## src/rtl/core/dnsd_pkg.sv

```systemverilog
`default_nettype none

package dnsd_pkg;

  // Default name window parameter: at most NAME_BYTES - 1 bytes are examined after the header.
  localparam int NAME_BYTES_DEF = 128;

  // DNS framing constants.
  localparam logic [15:0] HDR_BYTES = 16'd12;
  localparam logic [15:0] MIN_LEN   = 16'd17;
  localparam logic [15:0] MAX_LEN   = 16'd512;
  localparam logic [7:0]  MAX_LABEL = 8'd63;
  localparam logic [7:0]  DOT_CHAR  = 8'h2E;
  localparam logic [15:0] POS_MAX   = 16'hFFFF;

  // Label decoder phase.
  typedef enum logic [1:0] {
    PH_LEN   = 2'd0,
    PH_LABEL = 2'd1,
    PH_STOP  = 2'd2
  } phase_t;

  // One result item as held in the output buffer.
  typedef struct packed {
    logic [7:0] name_char;
    logic       name_done;
    logic [6:0] name_length;
  } result_t;

endpackage

`default_nettype wire

```

## src/rtl/core/dnsd_if.sv

```systemverilog
`default_nettype none

// Input channel: one payload byte with its packet framing.
interface dnsd_in_if;
  logic        valid;
  logic        ready;
  logic [7:0]  payload_byte;
  logic        packet_start;
  logic        packet_end;
  logic [15:0] payload_length;

  modport source (output valid, payload_byte, packet_start, packet_end, payload_length,
                  input ready);
  modport sink   (input valid, payload_byte, packet_start, packet_end, payload_length,
                  output ready);
endinterface

// Result channel: one decoded character or the done marker.
interface dnsd_out_if;
  logic       valid;
  logic       ready;
  logic [7:0] name_char;
  logic       name_done;
  logic [6:0] name_length;

  modport source (output valid, name_char, name_done, name_length, input ready);
  modport sink   (input valid, name_char, name_done, name_length, output ready);
endinterface

`default_nettype wire

```

## src/rtl/core/dns_label_name_decoder_unit.sv

```systemverilog
`default_nettype none

// Channel   Direction  Payload
// in_ch     sink       payload_byte[7:0], packet_start, packet_end, payload_length[15:0]
// out_ch    source     name_char[7:0], name_done, name_length[6:0]
//
// One input item is taken per cycle while in_ch.ready is high; the decoder state updates at
// the accepting edge. An item yields up to two result items, which go into a three-entry
// output buffer that drains one item per cycle while out_ch.ready is high; an item with a
// character and the done marker puts two items in it. in_ch.ready is high while the
// buffer holds at most one item, so it comes straight from a register. Reset (rst_n low,
// synchronous) empties the buffer and clears the decoder. Stalls on out_ch hold the buffer.

module dns_label_name_decoder_unit
  import dnsd_pkg::*;
#(
  parameter int NAME_BYTES = NAME_BYTES_DEF
) (
  input  wire          clk,
  input  wire          rst_n,
  dnsd_in_if.sink      in_ch,
  dnsd_out_if.source   out_ch
);

  localparam int CW = $clog2(NAME_BYTES);
  localparam logic [CW-1:0] CAP = CW'(NAME_BYTES - 1);

  // Decoder state.
  logic [15:0]   pos_r, pos_nxt;
  logic [CW-1:0] limit_r, limit_nxt;
  logic          lv_r, lv_nxt;
  phase_t        phase_r, phase_nxt;
  logic [5:0]    remain_r, remain_nxt;
  logic [CW-1:0] chars_r, chars_nxt;

  // Output buffer.
  result_t       buf_r [3];
  result_t       buf_nxt [3];
  logic [1:0]    count_r, count_nxt;

  logic          accept;
  logic          pop;

  // State as seen by this item, after a packet start restarts it.
  logic [15:0]   pos_s;
  logic [CW-1:0] limit_s;
  logic          lv_s;
  phase_t        phase_s;
  logic [5:0]    remain_s;
  logic [CW-1:0] chars_s;
  logic [15:0]   body_len;
  logic          len_ok;
  logic          in_win;
  logic          at_cap;

  // Results of this item.
  logic          char_vld;
  logic [7:0]    char_val;
  logic [CW-1:0] chars_upd;
  result_t       res0, res1;
  logic [1:0]    n_res;

  assign accept = in_ch.valid && in_ch.ready;
  assign pop    = (count_r != 2'd0) && out_ch.ready;

  // Packet start re-latches the length and clears the decoder.
  assign len_ok   = (in_ch.payload_length >= MIN_LEN) && (in_ch.payload_length <= MAX_LEN);
  assign body_len = in_ch.payload_length - HDR_BYTES;

  always_comb begin
    if (in_ch.packet_start) begin
      pos_s    = 16'd0;
      lv_s     = len_ok;
      if (!len_ok) begin
        limit_s = '0;
      end else if (body_len > 16'(CAP)) begin
        limit_s = CAP;
      end else begin
        limit_s = body_len[CW-1:0];
      end
      phase_s  = PH_LEN;
      remain_s = 6'd0;
      chars_s  = '0;
    end else begin
      pos_s    = pos_r;
      lv_s     = lv_r;
      limit_s  = limit_r;
      phase_s  = phase_r;
      remain_s = remain_r;
      chars_s  = chars_r;
    end
  end

  // The byte lies in the name window past the header.
  assign in_win = lv_s && (pos_s >= HDR_BYTES) && ((pos_s - HDR_BYTES) < 16'(limit_s));
  assign at_cap = (chars_s >= CAP);

  // Next state of the label decoder.
  always_comb begin
    phase_nxt  = phase_s;
    remain_nxt = remain_s;
    chars_nxt  = chars_s;
    lv_nxt     = lv_s;
    limit_nxt  = limit_s;
    pos_nxt    = (pos_s == POS_MAX) ? pos_s : pos_s + 16'd1;
    if (in_win) begin
      unique case (phase_s)
        PH_LEN: begin
          if ((in_ch.payload_byte == 8'd0) || (in_ch.payload_byte > MAX_LABEL) || at_cap) begin
            phase_nxt = PH_STOP;
          end else begin
            if (chars_s != '0) begin
              chars_nxt = chars_s + CW'(1);
            end
            remain_nxt = in_ch.payload_byte[5:0];
            phase_nxt  = PH_LABEL;
          end
        end
        PH_LABEL: begin
          if (at_cap) begin
            phase_nxt = PH_STOP;
          end else begin
            chars_nxt  = chars_s + CW'(1);
            remain_nxt = remain_s - 6'd1;
            if (remain_s == 6'd1) begin
              phase_nxt = PH_LEN;
            end
          end
        end
        default: begin
        end
      endcase
    end
    if (in_ch.packet_end) begin
      phase_nxt  = PH_STOP;
      lv_nxt     = 1'b0;
      remain_nxt = 6'd0;
      chars_nxt  = '0;
    end
  end

  // Result items of the decoder: a dot or label byte, then the done marker.
  always_comb begin
    char_vld  = 1'b0;
    char_val  = in_ch.payload_byte;
    chars_upd = chars_s;
    if (in_win) begin
      unique case (phase_s)
        PH_LEN: begin
          if ((in_ch.payload_byte != 8'd0) && (in_ch.payload_byte <= MAX_LABEL) && !at_cap
              && (chars_s != '0)) begin
            char_vld  = 1'b1;
            char_val  = DOT_CHAR;
            chars_upd = chars_s + CW'(1);
          end
        end
        PH_LABEL: begin
          if (!at_cap) begin
            char_vld  = 1'b1;
            chars_upd = chars_s + CW'(1);
          end
        end
        default: begin
        end
      endcase
    end
  end

  // Lengths are reported modulo 128.
  logic [CW+6:0] len_wide;
  assign len_wide = {7'd0, chars_upd};

  always_comb begin
    res1.name_char   = 8'd0;
    res1.name_done   = 1'b1;
    res1.name_length = len_wide[6:0];
    if (char_vld) begin
      res0.name_char   = char_val;
      res0.name_done   = 1'b0;
      res0.name_length = len_wide[6:0];
    end else begin
      res0 = res1;
    end
    n_res = {1'b0, char_vld} + {1'b0, in_ch.packet_end};
  end

  // Output buffer: shift out at the head, append behind the remaining items.
  always_comb begin
    result_t    shf [3];
    logic [1:0] base;
    logic [1:0] n_push;
    shf[0] = pop ? buf_r[1] : buf_r[0];
    shf[1] = pop ? buf_r[2] : buf_r[1];
    shf[2] = buf_r[2];
    base   = count_r - {1'b0, pop};
    n_push = accept ? n_res : 2'd0;
    for (int i = 0; i < 3; i++) begin
      if (2'(i) < base) begin
        buf_nxt[i] = shf[i];
      end else if ((2'(i) == base) && (n_push != 2'd0)) begin
        buf_nxt[i] = res0;
      end else if ((2'(i) == base + 2'd1) && (n_push == 2'd2)) begin
        buf_nxt[i] = res1;
      end else begin
        buf_nxt[i] = shf[i];
      end
    end
    count_nxt = base + n_push;
  end

  always_ff @(posedge clk) begin
    if (!rst_n) begin
      pos_r    <= 16'd0;
      limit_r  <= '0;
      lv_r     <= 1'b0;
      phase_r  <= PH_LEN;
      remain_r <= 6'd0;
      chars_r  <= '0;
      count_r  <= 2'd0;
    end else begin
      count_r <= count_nxt;
      if (accept) begin
        pos_r    <= pos_nxt;
        limit_r  <= limit_nxt;
        lv_r     <= lv_nxt;
        phase_r  <= phase_nxt;
        remain_r <= remain_nxt;
        chars_r  <= chars_nxt;
      end
    end
  end

  always_ff @(posedge clk) begin
    for (int i = 0; i < 3; i++) begin
      buf_r[i] <= buf_nxt[i];
    end
  end

  assign in_ch.ready        = (count_r <= 2'd1);
  assign out_ch.valid       = (count_r != 2'd0);
  assign out_ch.name_char   = buf_r[0].name_char;
  assign out_ch.name_done   = buf_r[0].name_done;
  assign out_ch.name_length = buf_r[0].name_length;

endmodule

`default_nettype wire

```

## src/flat_wrapper.sv

```systemverilog
// flat-port wrapper written by rule: the top's interface ports become plain ports
module dns_label_name_decoder_unit_flat import dnsd_pkg::*;
#(
  parameter int NAME_BYTES = NAME_BYTES_DEF
)
  (clk, rst_n, in_ch_valid, in_ch_payload_byte, in_ch_packet_start, in_ch_packet_end, in_ch_payload_length, in_ch_ready, out_ch_valid, out_ch_name_char, out_ch_name_done, out_ch_name_length, out_ch_ready);
  dnsd_in_if in_ch_i ();
  dnsd_out_if out_ch_i ();
  input  wire clk;
  input  wire rst_n;
  input wire logic [$bits(in_ch_i.valid)-1:0] in_ch_valid;
  input wire logic [$bits(in_ch_i.payload_byte)-1:0] in_ch_payload_byte;
  input wire logic [$bits(in_ch_i.packet_start)-1:0] in_ch_packet_start;
  input wire logic [$bits(in_ch_i.packet_end)-1:0] in_ch_packet_end;
  input wire logic [$bits(in_ch_i.payload_length)-1:0] in_ch_payload_length;
  output wire logic [$bits(in_ch_i.ready)-1:0] in_ch_ready;
  output wire logic [$bits(out_ch_i.valid)-1:0] out_ch_valid;
  output wire logic [$bits(out_ch_i.name_char)-1:0] out_ch_name_char;
  output wire logic [$bits(out_ch_i.name_done)-1:0] out_ch_name_done;
  output wire logic [$bits(out_ch_i.name_length)-1:0] out_ch_name_length;
  input wire logic [$bits(out_ch_i.ready)-1:0] out_ch_ready;
  assign in_ch_i.valid = in_ch_valid;
  assign in_ch_i.payload_byte = in_ch_payload_byte;
  assign in_ch_i.packet_start = in_ch_packet_start;
  assign in_ch_i.packet_end = in_ch_packet_end;
  assign in_ch_i.payload_length = in_ch_payload_length;
  assign in_ch_ready = in_ch_i.ready;
  assign out_ch_valid = out_ch_i.valid;
  assign out_ch_name_char = out_ch_i.name_char;
  assign out_ch_name_done = out_ch_i.name_done;
  assign out_ch_name_length = out_ch_i.name_length;
  assign out_ch_i.ready = out_ch_ready;
  dns_label_name_decoder_unit #(.NAME_BYTES(NAME_BYTES)) u_core (.clk(clk), .rst_n(rst_n), .in_ch(in_ch_i), .out_ch(out_ch_i));
endmodule
```

## config.mk

```make
export PLATFORM = sky130hd
export DESIGN_NAME = dns_label_name_decoder_unit_flat
export DESIGN_NICKNAME = d
export VERILOG_FILES = /design/src/rtl/core/dnsd_pkg.sv /design/src/rtl/core/dnsd_if.sv /design/src/rtl/core/dns_label_name_decoder_unit.sv /design/src/flat_wrapper.sv
export SDC_FILE = /design/constraint.sdc
export NUM_CORES = 1
export LEC_CHECK = 0
export ABC_CLOCK_PERIOD_IN_PS = 7000
export BUFFER_PORTS_ARGS = -buffer_cell sky130_fd_sc_hd__buf_4
export CORE_MARGIN = 3
export CORE_UTILIZATION = 59
export CTS_BUF_LIST = sky130_fd_sc_hd__clkbuf_16
export CTS_CLUSTER_SIZE = 20
export DETAILED_ROUTE_END_ITERATION = 16
export PLACE_DENSITY_LB_ADDON = 0.1
export SYNTH_ARGS = -nofsm -noshare
export SYNTH_HDL_FRONTEND = slang
export SYNTH_SLANG_ARGS = --single-unit
```

## constraint.sdc

```tcl
create_clock -name clk -period 7 [get_ports clk]
set_clock_uncertainty 0.15 [all_clocks]
set_input_delay 1.4 -clock clk [delete_from_list [all_inputs] [get_ports clk]]
set_output_delay 1.4 -clock clk [all_outputs]
set_load 0.05 [all_outputs]
```

=== After elaboration in Yosys (flattened, before gate mapping) ===
Memories as Yosys holds them, arrays and structs flattened.
Index checks and enable logic that the tools add are counted.

* Eq/ne operators: 8
* Muxes and demuxes: 50
* $lt $le $gt $ge: 12
* Add/subtract/negate cells: 9
* Reduce and logical (&&, ||, !) cells: 25

{| class="wikitable"
|+ Operators by type and width
! operator !! count
|-
| two-way mux 16 bit || 14
|-
| two-way mux 7 bit || 11
|-
| subtractor 16 x 4 -> 16 bit (second input constant) || 2
|-
| two-way mux 6 bit || 5
|-
| case mux 7 bit (2 select lines) || 2
|-
| two-way mux 8 bit || 3
|-
| adder 16 x 1 -> 16 bit (second input constant) || 1
|-
| == test 16 bit (second input constant) || 1
|-
| >= comparator 16 x 4 -> 1 bit (second input constant) || 1
|-
| >= comparator 16 x 5 -> 1 bit (second input constant) || 1
|-
| greater-than comparator 16 x 7 -> 1 bit (second input constant) || 1
|-
| less-or-equal comparator 16 x 10 -> 1 bit (second input constant) || 1
|-
| < comparator 16 x 7 -> 1 bit || 1
|-
| logical AND 1 bit || 14
|-
| two-way mux 2 bit || 7
|-
| case mux 6 bit (2 select lines) || 1
|-
| greater-than comparator 8 x 6 -> 1 bit (second input constant) || 1
|-
| less-or-equal comparator 8 x 6 -> 1 bit (second input constant) || 1
|-
| zero test 8 bit || 1
|-
| nonzero test 8 bit || 1
|-
| adder 7 x 1 -> 7 bit (second input constant) || 1
|-
| >= comparator 7 bit (second input constant) || 1
|-
| nonzero test 7 bit || 1
|-
| == test 6 x 1 -> 1 bit (second input constant) || 1
|-
| other kinds (19) || 30
|}

* RAM bits: 48
* Memories: 1
* Input port bits: 30
* Logic and storage cells: 112
* Output and inout bits: 18
* Flip-flop bits (word level): 41

{| class="wikitable"
|+ Memories
! name !! words !! bits a word !! read ports !! clocked after memory_dff !! wr ports !! line !! RTL
|-
| u_core.buf_r || 3 || 16 || 3 || 0 || 3 || dns_label_name_decoder_unit.sv:37 || <nowiki>result_t buf_r [3];</nowiki>
|}

=== Longest topological paths before layout ===
* Depth in word-level cells: 15
* Mapped depth: 24
* Gate-level depth less buffers: 20

=== Least setup slack after synthesis ===
OpenSTA, ideal clock, no wires.

* Path type: input port to flip-flop
* From: input port in_ch_packet_start
* To: memory u_core.buf_r[0][32] (netlist name), enable pin
* Setup time: 0.394 ns
* Stages on the path: 20
* Setup slack: 0.532 ns
* Data arrival time: 5.924 ns
* Buffers on the path: 5
* Data required time: 6.456 ns
* Path through: clkbuf_1 > clkbuf_1 > clkbuf_1 > buf_1 > nor2b_1 > ha_1 > clkbuf_1 > o311ai_0 > nand2_1 > ha_1 > nand3_1 > a31oi_1 > a311oi_1 > o221a_4 > o21ai_2 > inv_1 > ha_1 > nor3_1 > o21ai_0 > a21oi_1

{| class="wikitable"
|+ RTL lines
! element !! line !! RTL
|-
| start, declared || flat_wrapper.sv:13 || <nowiki>input wire logic [$bits(in_ch_i.packet_start)-1:0] in_ch_packet_start;</nowiki>
|-
| end, declared || dns_label_name_decoder_unit.sv:37 ||
|}

==> impl.org <==
** Status
- The run finished with clean final reports.

** Power
- Lkg Pwr :: approximately 2.7 nW
- VDD sags by at most 0.176 mV.
- Power spread over the standard cell area amounts to 288 nW/um^2.
- Power comes to 1.81 mW.

** Critical path
- Category of cells accounting for the largest share of critical-path delay :: simple AND/OR/NAND/NOR gates
- Number of cells on the worst reg-to-reg path :: 19
- Type of element launching the critical path :: input pin
- CP cell instances :: buf_4, or4_1, o41ai_1, nand4b_1, a211o_1, nor2_1, nor2b_1, a21oi_1, ha_1, a21o_1, a2111oi_0, and4b_1, o221a_4, o21ai_2, inv_1, ha_1, o21ai_0, or2_2, nor2_2, buf_4, nand3_1, o21ai_0
- FF-to-FF setup slack :: 2.50 ns
- Data arrives at the worst endpoint at 6.50 ns.
- STA classifies the critical path endpoint as a flip-flop.
- The worst setup path is of the in -> reg kind.
- In this run the worst path has a maximum fanout of 12.
- Delay of the slowest cell on the worst path :: 0.66 ns
- End of the worst register-to-register path :: u_core.buf_r[0][11]
- Data on the critical path is required at its endpoint by around 7.1 ns.
- The startpoint identified for the worst register-to-register timing path is u_core.pos_r[2].
- The critical path starts at in_ch_payload_length[7].
- Counting both buffers and inverters, the worst setup path holds a total of 3.
- The slowest stage of the critical path belongs to the cell sky130_fd_sc_hd__or4_1.

** GRT
- The first global-routing pass estimated 25.3 mm of wire.
- Entering global routing, the biggest net connects 42 pins.
- The initial antenna violation count came to 0.
- For this run, the total global-route usage over all layers was measured as 28.2%.
- Via count of the first global-routing pass :: 5197
- After global routing the overflow that remains totals 0.

** Clocking
- Hold Buf Count CTS :: 0
- Num Clock Sinks :: 89
- The tree is rooted in a sky130_fd_sc_hd__clkbuf_16.
- CTS H-tree depth :: 3
- TritonCTS built the clock tree.
- After clock tree synthesis, the setup repair step added 0 buffers.
- Clock latency of the later-clocked register in the worst-skew pair :: between 0.3 and 0.4 ns
- Number of buffers between clock root and the deepest sink :: 2
- Number of gates given a new drive strength after cts :: 0
- Inserted Clock Buffers :: 9
- After clock tree synthesis, the clock-pin slew on the worst setup and hold paths is 0.08 ns.

** STA
- In this run the tightest slew margin relative to its limit is 31.1%.
- Post-Route Setup TNS :: 0 ns
- Final Hold Vio Count :: 0
- Unrepaired setup endpoints after global routing :: no
- Number of max-slew violations in the final report :: 0
- Setup violations remaining at the end of the flow were counted as 0.
- Post-layout minimum cycle time :: 6.40 ns
- The worst path uses 91.5% of the clock period.
- Based on the critical path, the design can be clocked at up to 156 MHz.
- For the pin with the worst max-slew slack, the measured transition is 1.03 ns.

** Min path
- Along the worst hold path, the cell count comes to 2.
- The worst hold path belongs to the class reg -> reg.
- The worst hold path terminates at u_core.limit_r[1].
- The startpoint identified for the worst hold timing path is u_core.limit_r[1].

** Routing
- Drt initial violations :: 333
- Via count :: between 5000 and 6000
- Number of iterations in the first detailed-routing pass :: 5
- Count of nets left with antenna violations after detail routing :: 0
- Average wire per standard cell :: ~18 um
- In the routed layout, each cell is associated on average with a via count of 6.33.
- Residual DRC count :: 0
- Final WL :: 14.9 mm

** Yosys
- Synthesis produced a netlist with a net count of 750.
- Of all flip-flops after synthesis, the portion carrying an async set or reset was 0%.
- Avg Synthesized Cell Area :: 8.06 um^2
- Summed instance area of the synthesized netlist :: 5660 um^2
- Flip-flop cell with the highest count after synthesis :: sky130_fd_sc_hd__dfxtp_1
- Warning count from the yosys run :: 0
- Counting flops with a built-in enable in the synthesized netlist gives 16.
- Cell variety after synth :: just under 80
- FF+latch count, synth :: 89
- The share of the Yosys chip area taken by registers is between 30% and 40%.
- Synthesis produced a netlist whose cell count is around 700.

** Die
- The total area inside the core boundary comes to just over 9000 um^2.
- The floorplan step set the die width to 104 um.
- The die is about 100 um tall.
- The initial utilization of the core area, before any placement, comes to 60.9%.
- # IOs :: 48
- Row generation in the floorplan step produced 35 rows.
- The die covers 10800 um^2.

** Layout
- Compared with the post-synthesis result, the final layout area differs by 11.3%.
- 0 antenna diodes ended up in the layout.
- Of the cells placed in the final design, the portion with a size suffix greater than 1 is a little over an eighth.
- Nets :: 763

** Placement
- Final estimated routing congestion in global placement :: 0.913
- Detailed-placement wirelength estimate :: 10.8 mm
- Count of input and output buffers :: 47

** Flow run
- Number of max-cap violations :: 0
## metal layers
| layer | wire length [um] | vias up | track usage [%] |
|---|---|---|---|
| met5 | 0 | - | 0 |
| met4 | 494 | 0 | 11.6 |
| met3 | 804 | 40 | 4.10 |
| met2 | 7270 | 197 | 47.8 |
| met1 | 6360 | 2581 | 36.1 |
| li1 | - | 2554 | - |
## synth_stat cells (all sizes together) (5+ instances only)
library cell / count / share of area [%]
a211oi: 13 / 1.8
a21o: 6 / 0.80
a21oi: 45 / 4.0
a31oi: 5 / 0.55
and2: 24 / 2.7
and3: 8 / 0.88
buf: 25 / 3.2
clkbuf: 30 / 2.0
dfxtp: 73 / 26
edfxtp: 16 / 8.5
ha: 18 / 4.0
inv: 31 / 2.1
mux2i: 21 / 3.7
nand2: 87 / 5.8
nand3: 25 / 2.2
nor2: 52 / 3.5
nor2b: 15 / 1.7
nor3: 18 / 1.8
nor4: 10 / 1.2
o211ai: 5 / 0.66
o21a: 8 / 1.1
o21ai: 50 / 4.5
o22ai: 12 / 1.8
or3: 7 / 0.77
xnor2: 10 / 1.5
xor2: 7 / 1.1
## stage by stage
stage	instance area, um^2	setup slack [ns]	hold slack (ns)	instances	util (%)
after global placement	5970	0.572	0.287	833	64.3
after global routing	6290	0.276	0.358	849	67.8
final	6290	0.596	0.328	849	67.8
after floorplan	5660	0.532	0.275	702	-
after detailed placement	5970	0.313	0.313	833	64.3
after CTS	6290	0.654	0.329	849	67.8
## flip-flops by register name, indices dropped and copies added, names as in the netlist
signal           flops
u_core.buf_r        48
u_core.lv_r          1
u_core.pos_r        16
u_core.remain_r      6
u_core.phase_r       2
u_core.chars_r       7
u_core.count_r       2
u_core.limit_r       7
## cells in the final DEF (no fill, tap or decap), types with 15 or more instances in the layout
master,Yosys,routed
sky130_fd_sc_hd__o21ai_0,46,46
sky130_fd_sc_hd__nand3_1,25,25
sky130_fd_sc_hd__nand2_1,87,87
sky130_fd_sc_hd__edfxtp_1,16,16
sky130_fd_sc_hd__buf_4,16,56
sky130_fd_sc_hd__and2_1,23,23
sky130_fd_sc_hd__dfxtp_1,73,73
sky130_fd_sc_hd__a21oi_1,45,44
sky130_fd_sc_hd__ha_1,18,18
sky130_fd_sc_hd__nor2b_1,15,15
sky130_fd_sc_hd__inv_1,31,31
sky130_fd_sc_hd__mux2i_1,21,21
sky130_fd_sc_hd__nor3_1,16,16
sky130_fd_sc_hd__nor2_1,50,49
## report_power, final
part | total, mW | switching [mW] | internal, mW
sequential | 0.679 | 0.0599 | 0.619
clock | 0.524 | 0.235 | 0.288
combinational | 0.610 | 0.392 | 0.217
total | 1.81 | 0.688 | 1.13
## layout make-up
type	instances	area, um^2
multi-input cells	527	3310
fillers	795	2990
flip-flops and latches	89	1940
repair buffers	57	440
clock buffers	9	225
well taps	129	161
inverters	31	116
clock inverters	7	96.3
## worst min-delay path, delay by kind of cell, from the launching register on
kind             cells  cell delay, ns
flip-flops           1            0.34
AO/OA/AOI/OAI        1            0.06
AND/OR/NAND/NOR      1            0.05
## logic make-up after synthesis
logic type / count (synthesis) / synth area share (%)
and+or+nand+nor: 278 / 25.0
AOI/OAI and AO/OA: 191 / 22.7
DFF: 89 / 34.3
buffers and inverters: 86 / 7.23
muxes: 23 / 4.11
adders and majority gates: 18 / 3.98
xor gates and xnor gates: 17 / 2.63
## how the worst max path moves through the flow
stage | endpoint | depth (start not counted)
after floorplan | u_core.buf_r[0][32] | 20
after detailed placement | u_core.buf_r[0][19] | 22
after global routing | u_core.buf_r[0][11] | 22
after CTS | u_core.buf_r[0][19] | 22
final | u_core.buf_r[0][11] | 22
after global placement | u_core.buf_r[0][19] | 22
Power figures use the tool's default switching activity.
